**config.mk**
```make
export PLATFORM = sky130hd
export DESIGN_NAME = postfix_expression_evaluator_unit_flat
export DESIGN_NICKNAME = d
export VERILOG_FILES = /design/src/rtl/pee_pkg.sv /design/src/rtl/pee_if.sv /design/src/rtl/pee_ram.sv /design/src/rtl/postfix_expression_evaluator_unit.sv /design/src/flat_wrapper.sv
export SDC_FILE = /design/constraint.sdc
export NUM_CORES = 2
export LEC_CHECK = 0
export BUFFER_PORTS_ARGS = -buffer_cell sky130_fd_sc_hd__buf_2
export CORE_ASPECT_RATIO = 0.8
export CORE_UTILIZATION = 50
export DETAILED_ROUTE_END_ITERATION = 16
export PLACE_DENSITY = 0.75
export SETUP_SLACK_MARGIN = 0.5
export SYNTH_ARGS = -nofsm -noshare
export SYNTH_HDL_FRONTEND = slang
export SYNTH_SLANG_ARGS = --single-unit
```
**constraint.sdc**
```tcl
create_clock -name clock -period 7.6 [get_ports clock]
set_clock_uncertainty 0.05 [all_clocks]
set_input_delay 0.76 -clock clock [delete_from_list [all_inputs] [get_ports clock]]
set_output_delay 0.76 -clock clock [all_outputs]
set_load 0.01 [all_outputs]
```
**src/rtl/pee_pkg.sv**
```systemverilog
// package for the postfix expression evaluator
// holds stack sizing, character codes, error codes and the sequencer state type
// no dependencies
package pee_pkg;

   localparam int STACK_DEPTH = 64;
   localparam int ADDR_W      = $clog2(STACK_DEPTH);
   localparam int COUNT_W     = $clog2(STACK_DEPTH + 1);
   localparam int DATA_W      = 32;
   localparam int SYMBOL_W    = 8;
   localparam int ERROR_W     = 3;
   localparam int STEP_W      = $clog2(DATA_W);

   localparam logic [SYMBOL_W-1:0] CHAR_ZERO  = 8'h30;
   localparam logic [SYMBOL_W-1:0] CHAR_NINE  = 8'h39;
   localparam logic [SYMBOL_W-1:0] CHAR_PLUS  = 8'h2B;
   localparam logic [SYMBOL_W-1:0] CHAR_MINUS = 8'h2D;
   localparam logic [SYMBOL_W-1:0] CHAR_STAR  = 8'h2A;
   localparam logic [SYMBOL_W-1:0] CHAR_SLASH = 8'h2F;

   typedef enum logic [ERROR_W-1:0] {
      ERR_OK        = 3'd0,
      ERR_UNDERFLOW = 3'd1,
      ERR_OVERFLOW  = 3'd2,
      ERR_DIVZERO   = 3'd3,
      ERR_EMPTY     = 3'd4
   } err_type;

   typedef enum logic [2:0] {
      S_IDLE,
      S_DECODE,
      S_FETCH,
      S_DIVIDE,
      S_WRITE,
      S_DONE
   } state_type;

endpackage

```
**src/rtl/pee_if.sv**
```systemverilog
// valid/ready channel interfaces for the postfix expression evaluator
// request carries one character, response carries the value and error code
// depends on pee_pkg
interface pee_req_if;
   logic                         valid;
   logic                         ready;
   logic [pee_pkg::SYMBOL_W-1:0] symbol;
   logic                         last;

   modport source (output valid, output symbol, output last, input ready);
   modport sink (input valid, input symbol, input last, output ready);
   modport monitor (input valid, input symbol, input last, input ready);
endinterface

interface pee_rsp_if;
   logic                              valid;
   logic                              ready;
   logic signed [pee_pkg::DATA_W-1:0] value;
   logic [pee_pkg::ERROR_W-1:0]       error;

   modport source (output valid, output value, output error, input ready);
   modport sink (input valid, input value, input error, output ready);
   modport monitor (input valid, input value, input error, input ready);
endinterface

```
**src/rtl/pee_ram.sv**
```systemverilog
// generic single-port-write, single-port-read ram with registered read data
// no dependencies
module pee_ram #(
   parameter int WIDTH = 32,
   parameter int DEPTH = 64
) (
   input  logic                     clock,
   input  logic                     wr_en,
   input  logic [$clog2(DEPTH)-1:0] wr_addr,
   input  logic [WIDTH-1:0]         wr_data,
   input  logic [$clog2(DEPTH)-1:0] rd_addr,
   output logic [WIDTH-1:0]         rd_data
);

   logic [WIDTH-1:0] mem_ff [DEPTH];
   logic [WIDTH-1:0] rd_data_ff;

   always_ff @(posedge clock) begin
      if (wr_en) begin
         mem_ff[wr_addr] <= wr_data;
      end
      rd_data_ff <= mem_ff[rd_addr];
   end

   assign rd_data = rd_data_ff;

endmodule

```
**src/rtl/postfix_expression_evaluator_unit.sv**
```systemverilog
// postfix expression evaluator: operand stack in ram, sequencer, iterative divider
// transactions in on req_ch (one character each), out on rsp_ch
// depends on pee_pkg, pee_if, pee_ram
//
// usage
//   req_ch carries one ascii character and a last flag per transaction; digits
//   push, + - * / pop two operands and push the result, anything else is skipped
//   rsp_ch carries one transaction per expression: top of stack and the first
//   error (underflow, overflow, divide by zero, empty at end)
//   req_ch.ready is high only while the sequencer is idle
//   a digit or ignored character passes through decode and done; + - *
//   pass through decode, fetch, write and done; / also runs the radix-2
//   restoring divider, one quotient bit per cycle; divide by zero skips it
//   the stack ram has one write and one registered read port; the top of
//   stack is held in a register so an operator needs only one ram read
//   the response sits in an output register; the next expression proceeds
//   while it waits, and only the final character of that next expression
//   waits for the register to drain when rsp_ch.ready stays low
//   reset is synchronous: it clears the stack count, the sticky error and
//   rsp_ch.valid; ram contents are left as they are
module postfix_expression_evaluator_unit (
   input  logic              clock,
   input  logic              reset,
   pee_req_if.sink           req_ch,
   pee_rsp_if.source         rsp_ch
);

   pee_pkg::state_type state_ff, state_in;

   logic [pee_pkg::SYMBOL_W-1:0] symbol_ff, symbol_in;
   logic                         last_ff, last_in;
   logic [pee_pkg::COUNT_W-1:0]  count_ff, count_in;
   pee_pkg::err_type             err_ff, err_in;
   logic [pee_pkg::DATA_W-1:0]   tos_ff, tos_in;
   logic [pee_pkg::DATA_W-1:0]   result_ff, result_in;
   logic [pee_pkg::DATA_W-1:0]   rem_ff, rem_in;
   logic [pee_pkg::DATA_W-1:0]   quot_ff, quot_in;
   logic [pee_pkg::DATA_W-1:0]   divisor_ff, divisor_in;
   logic                         neg_ff, neg_in;
   logic [pee_pkg::STEP_W-1:0]   step_ff, step_in;
   logic                         rsp_valid_ff, rsp_valid_in;
   logic [pee_pkg::DATA_W-1:0]   rsp_value_ff, rsp_value_in;
   logic [pee_pkg::ERROR_W-1:0]  rsp_error_ff, rsp_error_in;

   logic                         ram_wr_en;
   logic [pee_pkg::ADDR_W-1:0]   ram_wr_addr;
   logic [pee_pkg::DATA_W-1:0]   ram_wr_data;
   logic [pee_pkg::ADDR_W-1:0]   ram_rd_addr;
   logic [pee_pkg::DATA_W-1:0]   ram_rd_data;

   logic                         accept;
   logic                         is_digit;
   logic                         is_oper;
   logic                         out_free;
   logic [pee_pkg::COUNT_W-1:0]  count_m1;
   logic [pee_pkg::COUNT_W-1:0]  count_m2;
   logic [pee_pkg::DATA_W:0]     div_shift;
   logic [pee_pkg::DATA_W:0]     div_trial;
   logic [pee_pkg::DATA_W-1:0]   left_mag;
   logic [pee_pkg::DATA_W-1:0]   right_mag;
   logic [pee_pkg::DATA_W-1:0]   push_value;

   pee_ram #(
      .WIDTH (pee_pkg::DATA_W),
      .DEPTH (pee_pkg::STACK_DEPTH)
   ) u_stack (
      .clock   (clock),
      .wr_en   (ram_wr_en),
      .wr_addr (ram_wr_addr),
      .wr_data (ram_wr_data),
      .rd_addr (ram_rd_addr),
      .rd_data (ram_rd_data)
   );

   assign req_ch.ready = (state_ff == pee_pkg::S_IDLE) && !reset;
   assign accept       = req_ch.valid && req_ch.ready;
   assign out_free     = !rsp_valid_ff || rsp_ch.ready;

   assign rsp_ch.valid = rsp_valid_ff;
   assign rsp_ch.value = $signed(rsp_value_ff);
   assign rsp_ch.error = rsp_error_ff;

   assign is_digit = (symbol_ff >= pee_pkg::CHAR_ZERO) && (symbol_ff <= pee_pkg::CHAR_NINE);
   assign is_oper  = (symbol_ff == pee_pkg::CHAR_PLUS) || (symbol_ff == pee_pkg::CHAR_MINUS) ||
                     (symbol_ff == pee_pkg::CHAR_STAR) || (symbol_ff == pee_pkg::CHAR_SLASH);

   assign count_m1 = count_ff - pee_pkg::COUNT_W'(1);
   assign count_m2 = count_ff - pee_pkg::COUNT_W'(2);

   // restoring divider step
   assign div_shift = {rem_ff, quot_ff[pee_pkg::DATA_W-1]};
   assign div_trial = div_shift - {1'b0, divisor_ff};

   assign left_mag  = ram_rd_data[pee_pkg::DATA_W-1] ? (~ram_rd_data + 1'b1) : ram_rd_data;
   assign right_mag = tos_ff[pee_pkg::DATA_W-1] ? (~tos_ff + 1'b1) : tos_ff;

   // result of the operator: quotient with sign, or the registered alu result
   assign push_value = (symbol_ff != pee_pkg::CHAR_SLASH) ? result_ff :
                       (neg_ff ? (~quot_ff + 1'b1) : quot_ff);

   // next state
   always_comb begin
      state_in = state_ff;
      unique case (state_ff)
         pee_pkg::S_IDLE: begin
            if (accept) begin
               state_in = pee_pkg::S_DECODE;
            end
         end
         pee_pkg::S_DECODE: begin
            if (is_oper && (count_ff >= pee_pkg::COUNT_W'(2))) begin
               state_in = pee_pkg::S_FETCH;
            end else begin
               state_in = pee_pkg::S_DONE;
            end
         end
         pee_pkg::S_FETCH: begin
            if ((symbol_ff == pee_pkg::CHAR_SLASH) && (tos_ff != '0)) begin
               state_in = pee_pkg::S_DIVIDE;
            end else begin
               state_in = pee_pkg::S_WRITE;
            end
         end
         pee_pkg::S_DIVIDE: begin
            if (step_ff == pee_pkg::STEP_W'(pee_pkg::DATA_W - 1)) begin
               state_in = pee_pkg::S_WRITE;
            end
         end
         pee_pkg::S_WRITE: begin
            state_in = pee_pkg::S_DONE;
         end
         pee_pkg::S_DONE: begin
            if (!last_ff || out_free) begin
               state_in = pee_pkg::S_IDLE;
            end
         end
         default: begin
            state_in = pee_pkg::S_IDLE;
         end
      endcase
   end

   // datapath and outputs
   always_comb begin
      symbol_in    = symbol_ff;
      last_in      = last_ff;
      count_in     = count_ff;
      err_in       = err_ff;
      tos_in       = tos_ff;
      result_in    = result_ff;
      rem_in       = rem_ff;
      quot_in      = quot_ff;
      divisor_in   = divisor_ff;
      neg_in       = neg_ff;
      step_in      = step_ff;
      rsp_value_in = rsp_value_ff;
      rsp_error_in = rsp_error_ff;
      rsp_valid_in = rsp_valid_ff && !rsp_ch.ready;
      ram_wr_en    = 1'b0;
      ram_wr_addr  = count_ff[pee_pkg::ADDR_W-1:0];
      ram_wr_data  = push_value;
      ram_rd_addr  = count_m2[pee_pkg::ADDR_W-1:0];

      unique case (state_ff)
         pee_pkg::S_IDLE: begin
            if (accept) begin
               symbol_in = req_ch.symbol;
               last_in   = req_ch.last;
            end
         end
         pee_pkg::S_DECODE: begin
            if (is_digit) begin
               if (count_ff >= pee_pkg::COUNT_W'(pee_pkg::STACK_DEPTH)) begin
                  if (err_ff == pee_pkg::ERR_OK) begin
                     err_in = pee_pkg::ERR_OVERFLOW;
                  end
               end else begin
                  ram_wr_en   = 1'b1;
                  ram_wr_addr = count_ff[pee_pkg::ADDR_W-1:0];
                  ram_wr_data = {{(pee_pkg::DATA_W - pee_pkg::SYMBOL_W){1'b0}},
                                 symbol_ff - pee_pkg::CHAR_ZERO};
                  tos_in      = ram_wr_data;
                  count_in    = count_ff + pee_pkg::COUNT_W'(1);
               end
            end else if (is_oper && (count_ff < pee_pkg::COUNT_W'(2))) begin
               if (err_ff == pee_pkg::ERR_OK) begin
                  err_in = pee_pkg::ERR_UNDERFLOW;
               end
            end
         end
         pee_pkg::S_FETCH: begin
            priority if (symbol_ff == pee_pkg::CHAR_PLUS) begin
               result_in = ram_rd_data + tos_ff;
            end else if (symbol_ff == pee_pkg::CHAR_MINUS) begin
               result_in = ram_rd_data - tos_ff;
            end else if (symbol_ff == pee_pkg::CHAR_STAR) begin
               result_in = pee_pkg::DATA_W'(ram_rd_data * tos_ff);
            end else if (tos_ff == '0) begin
               quot_in = '0;
               neg_in  = 1'b0;
               if (err_ff == pee_pkg::ERR_OK) begin
                  err_in = pee_pkg::ERR_DIVZERO;
               end
            end else begin
               rem_in     = '0;
               quot_in    = left_mag;
               divisor_in = right_mag;
               neg_in     = ram_rd_data[pee_pkg::DATA_W-1] ^ tos_ff[pee_pkg::DATA_W-1];
               step_in    = '0;
            end
         end
         pee_pkg::S_DIVIDE: begin
            if (!div_trial[pee_pkg::DATA_W]) begin
               rem_in  = div_trial[pee_pkg::DATA_W-1:0];
               quot_in = {quot_ff[pee_pkg::DATA_W-2:0], 1'b1};
            end else begin
               rem_in  = div_shift[pee_pkg::DATA_W-1:0];
               quot_in = {quot_ff[pee_pkg::DATA_W-2:0], 1'b0};
            end
            step_in = step_ff + pee_pkg::STEP_W'(1);
         end
         pee_pkg::S_WRITE: begin
            ram_wr_en   = 1'b1;
            ram_wr_addr = count_m2[pee_pkg::ADDR_W-1:0];
            ram_wr_data = push_value;
            tos_in      = push_value;
            count_in    = count_m1;
         end
         pee_pkg::S_DONE: begin
            if (last_ff && out_free) begin
               rsp_valid_in = 1'b1;
               if (count_ff != '0) begin
                  rsp_value_in = tos_ff;
                  rsp_error_in = err_ff;
               end else begin
                  rsp_value_in = '0;
                  rsp_error_in = (err_ff == pee_pkg::ERR_OK) ? pee_pkg::ERR_EMPTY : err_ff;
               end
               count_in = '0;
               err_in   = pee_pkg::ERR_OK;
            end
         end
         default: begin
         end
      endcase
   end

   always_ff @(posedge clock) begin
      if (reset) begin
         state_ff     <= pee_pkg::S_IDLE;
         count_ff     <= '0;
         err_ff       <= pee_pkg::ERR_OK;
         rsp_valid_ff <= 1'b0;
      end else begin
         state_ff     <= state_in;
         count_ff     <= count_in;
         err_ff       <= err_in;
         rsp_valid_ff <= rsp_valid_in;
      end
   end

   always_ff @(posedge clock) begin
      symbol_ff    <= symbol_in;
      last_ff      <= last_in;
      tos_ff       <= tos_in;
      result_ff    <= result_in;
      rem_ff       <= rem_in;
      quot_ff      <= quot_in;
      divisor_ff   <= divisor_in;
      neg_ff       <= neg_in;
      step_ff      <= step_in;
      rsp_value_ff <= rsp_value_in;
      rsp_error_ff <= rsp_error_in;
   end

endmodule

```
**src/flat_wrapper.sv**
```systemverilog
// flat-port wrapper written by rule: the top's interface ports become plain ports
module postfix_expression_evaluator_unit_flat 
  (clock, reset, req_ch_valid, req_ch_symbol, req_ch_last, req_ch_ready, rsp_ch_valid, rsp_ch_value, rsp_ch_error, rsp_ch_ready);
  pee_req_if req_ch_i ();
  pee_rsp_if rsp_ch_i ();
  input  logic clock;
  input  logic reset;
  input wire logic [$bits(req_ch_i.valid)-1:0] req_ch_valid;
  input wire logic [$bits(req_ch_i.symbol)-1:0] req_ch_symbol;
  input wire logic [$bits(req_ch_i.last)-1:0] req_ch_last;
  output wire logic [$bits(req_ch_i.ready)-1:0] req_ch_ready;
  output wire logic [$bits(rsp_ch_i.valid)-1:0] rsp_ch_valid;
  output wire logic [$bits(rsp_ch_i.value)-1:0] rsp_ch_value;
  output wire logic [$bits(rsp_ch_i.error)-1:0] rsp_ch_error;
  input wire logic [$bits(rsp_ch_i.ready)-1:0] rsp_ch_ready;
  assign req_ch_i.valid = req_ch_valid;
  assign req_ch_i.symbol = req_ch_symbol;
  assign req_ch_i.last = req_ch_last;
  assign req_ch_ready = req_ch_i.ready;
  assign rsp_ch_valid = rsp_ch_i.valid;
  assign rsp_ch_value = rsp_ch_i.value;
  assign rsp_ch_error = rsp_ch_i.error;
  assign rsp_ch_i.ready = rsp_ch_ready;
  postfix_expression_evaluator_unit u_core (.clock(clock), .reset(reset), .req_ch(req_ch_i), .rsp_ch(rsp_ch_i));
endmodule
```
==> flow_summary.json <==
{
  "syn_inst": 6586,
  "ios": 50,
  "grt_overflow": 0,
  "synth_most_common_cell": "edfxtp_1",
  "crit_required_ps": 8150,
  "final_area_sq_mm": 0.1249,
  "drc": 0,
  "syn_area_per_cell_sq_um": 16.75,
  "syn_area_sq_mm": 0.1103,
  "drt_wl_total_um": 330300,
  "cap_violations": 1,
  "grt_setup_unrepaired": "true",
  "grt_pass1_wl_um": 469900,
  "tritoncts": "built",
  "routed_via_density": 6.524,
  "ys_ff_latch": 2303,
  "drv_slew": 0,
  "drive_gt1_frac": 0.2358,
  "min_period_ps": 7220,
  "grt_usage": 0.2968,
  "violations": "max-capacitance violations",
  "fin_crit_sh": 0.9499,
  "tns_ps": 0,
  "ys_seq_area_frac": 0.6228,
  "async_flop_share": 0,
  "yosys_warnings": 0,
  "synth-edff-count": 2258,
  "grt_start_max_net_pins": 149,
  "worstPathCellList": "buf_6, and2_1, fa_2, fa_2, fa_1, inv_1, fa_1, inv_1, fa_1, fa_1, fa_2, fa_2, ha_4, and4_4, and4_4, nand3_1, nor2_1, a221oi_2, buf_4, a21oi_4, nand3_2, a21o_1, nand3_1, a22oi_1",
  "critPathMaxFanout": 7,
  "wl_per_cell_um": 33.26,
  "tightest_slew_ps": 1493,
  "min_path_type": "in2reg",
  "start_kind": "register",
  "slowest_stage": "fa_2",
  "fin_hold_ws_ps": 222.6,
  "met1Wirelength_um": 125200,
  "crit_family": "adder cells",
  "place_area_sq_mm": 0.1163,
  "critPathKind": "reg2reg",
  "fmax_mhz": 138.5,
  "first_pass_iters": 6,
  "routed.top_layer": "met5",
  "end_kind": "register",
  "grt_pass1_vias": 65220,
  "antenna_found_initial": 25,
  "clkTransAtPathRegs_ps": 70,
  "synth_top_area_frac": 0.6146,
  "synthFlopType": "edfxtp_1",
  "crit_buf_inv": 4,
  "met2WireLength_um": 145700,
  "critical-path-max-stage-delay_ps": 580,
  "status": "finished, violations left",
  "final_util": 0.5724,
  "wl_met3_um": 46800,
  "setup_viol": 0,
  "synth_top_area_cell": "edfxtp_1",
  "die_h_um": 422.1,
  "drtIter0Drc": 9948,
  "dieArea_sq_mm": 0.2225,
  "core_sq_mm": 0.2182,
  "ctsLongestPathBuffers": 4,
  "gp_congestion": 0.9646,
  "insertion_delay_ps": 910,
  "synth_nets": 7242,
  "io_buffer_count": 49,
  "dr_total_vias": 64790,
  "dp_hpwl_um": 203100,
  "synth_cell_types": 77,
  "numCtsBuffers": 218,
  "final_antenna_net_count": 0,
  "cts_max_level": 4,
  "cp_data_arrival_time_ps": 7770,
  "yosys-top-cells-count": "2258 x edfxtp_1, 662 x mux4_2, 502 x inv_1",
  "area_growth_pct": 13.23,
  "clock_sinks": 2303,
  "cts-root-buf": "clkbuf_16",
  "relSlewSlack": 0.002096,
  "rows": 153,
  "nets": 7531,
  "hold_violations": 0,
  "synth_area_leaders": "edfxtp_1 61%, mux4_2 14%, fa_1 7.5%",
  "die_w_um": 527.2,
  "start_util": 0.5055
}
==> path summary, 6_finish.rpt <==
path / start / to / slack, ps / depth (start not counted)
max: u_core.tos_ff[5] / u_core.result_ff[31] / 380 / 24
min: reset / u_core.state_ff[0] / 220 / 2
max reg2reg: u_core.tos_ff[5] / u_core.result_ff[31] / 380 / 24
min reg2reg: u_core.err_ff[1] / u_core.rsp_ch.error[1] / 430 / 0
==> metrics by stage <==
| stage | setup slack (ps) | cells |
|---|---|---|
| 6_report | 380.4 | 9931 |
| 5_1_grt | 175.9 | 9927 |
| 2_1_floorplan | 514.0 | 6586 |
| 3_3_place_gp | 152.4 | 9450 |
| 4_1_cts | 425.7 | 9889 |
| 3_5_place_dp | 100.5 | 9450 |
==> registers in the layout (all words and copies together), names as in the netlist <==
signal and flops:
u_core.last_ff 1, u_core.neg_ff 1, u_core.err_ff 2, u_core.rsp_ch.valid 1, u_core.tos_ff 32, u_core.count_ff 7, u_core.quot_ff 32, u_core.u_stack.rd_data 32
u_core.symbol_ff 8, u_core.rsp_ch.error 3, u_core.state_ff 3, u_core.u_stack.mem_ff 2048, u_core.result_ff 32, u_core.rsp_ch.value 32, u_core.rem_ff 32, u_core.divisor_ff 32
u_core.step_ff 5
==> layer usage <==
metal / vias to the layer above / track usage
met2: 4836 / 0.4343
met3: 706 / 0.09058
li1: 25590 / -
met1: 33650 / 0.4238
met4: 10 / 0.1020
met5: - / 0
==> layout by cell type, fill, tap and decap left out, types with 29 or more instances in the layout <==
master        n
nor2_1      254
and2_1      265
xnor2_1     114
nor2_4       89
buf_2        49
o31ai_1      70
buf_12       30
a21o_1       36
clkbuf_16   220
a211oi_1     30
mux4_2      662
edfxtp_1   2258
clkbuf_1     41
nand3_1      34
a21oi_1     183
o21ai_0      91
nor3_1       29
ha_1        209
xor2_1       83
clkinv_1     34
dfxtp_1      32
buf_4       316
inv_1       488
fa_1        394
clkinv_2     41
mux2i_1      36
nand2_1     369
==> repair_timing <==
item | CTS | global route
endpoints found under the hold margin | 9 | 0
endpoints found under the setup margin | 13 | 16
gates resized for setup | 79 | 93
pin swaps | 51 | 82
setup buffers | 36 | 21
hold buffers | 9 | 0
cloned | 2 | 2
==> cells by family (layout without fill, tap and decap cells) <==
| logic type | Yosys count | count (layout) | share of synthesized area |
|---|---|---|---|
| other | 0 | 17 | 0 |
| adder cells (fa/ha/maj) | 643 | 643 | 0.1010 |
| XOR/XNOR | 209 | 209 | 0.01659 |
| AO/OA/AOI/OAI | 658 | 658 | 0.03929 |
| AND/OR/NAND/NOR | 1208 | 1208 | 0.05225 |
| multiplexers | 701 | 701 | 0.1387 |
| flip-flops | 2303 | 2303 | 0.6228 |
| buffers and inverters | 864 | 1325 | 0.02946 |
==> area by class of cell <==
class | count | area, sq um
antenna | 17 | 42.54
sequential | 2303 | 68730
timing repair buffer | 429 | 3667
inverter | 504 | 1898
fill | 16030 | 93320
multi-input combinational | 3419 | 39880
tap | 2867 | 3587
clock buffer | 264 | 5678
clock inverter | 128 | 1428
==> worst reg2reg max path, delay by kind of cell (launching register included) <==
kind	cells	cell delay [ps]
AOI/OAI and AO/OA	4	480
and+or+nand+nor	7	1070
adders and majority gates	9	4350
DFF	1	540
buffers and inverters	4	470
Power is left out: the tool's default activity adds up to more than one toggle a clock period on the data nets, which glitch-free logic cannot reach.
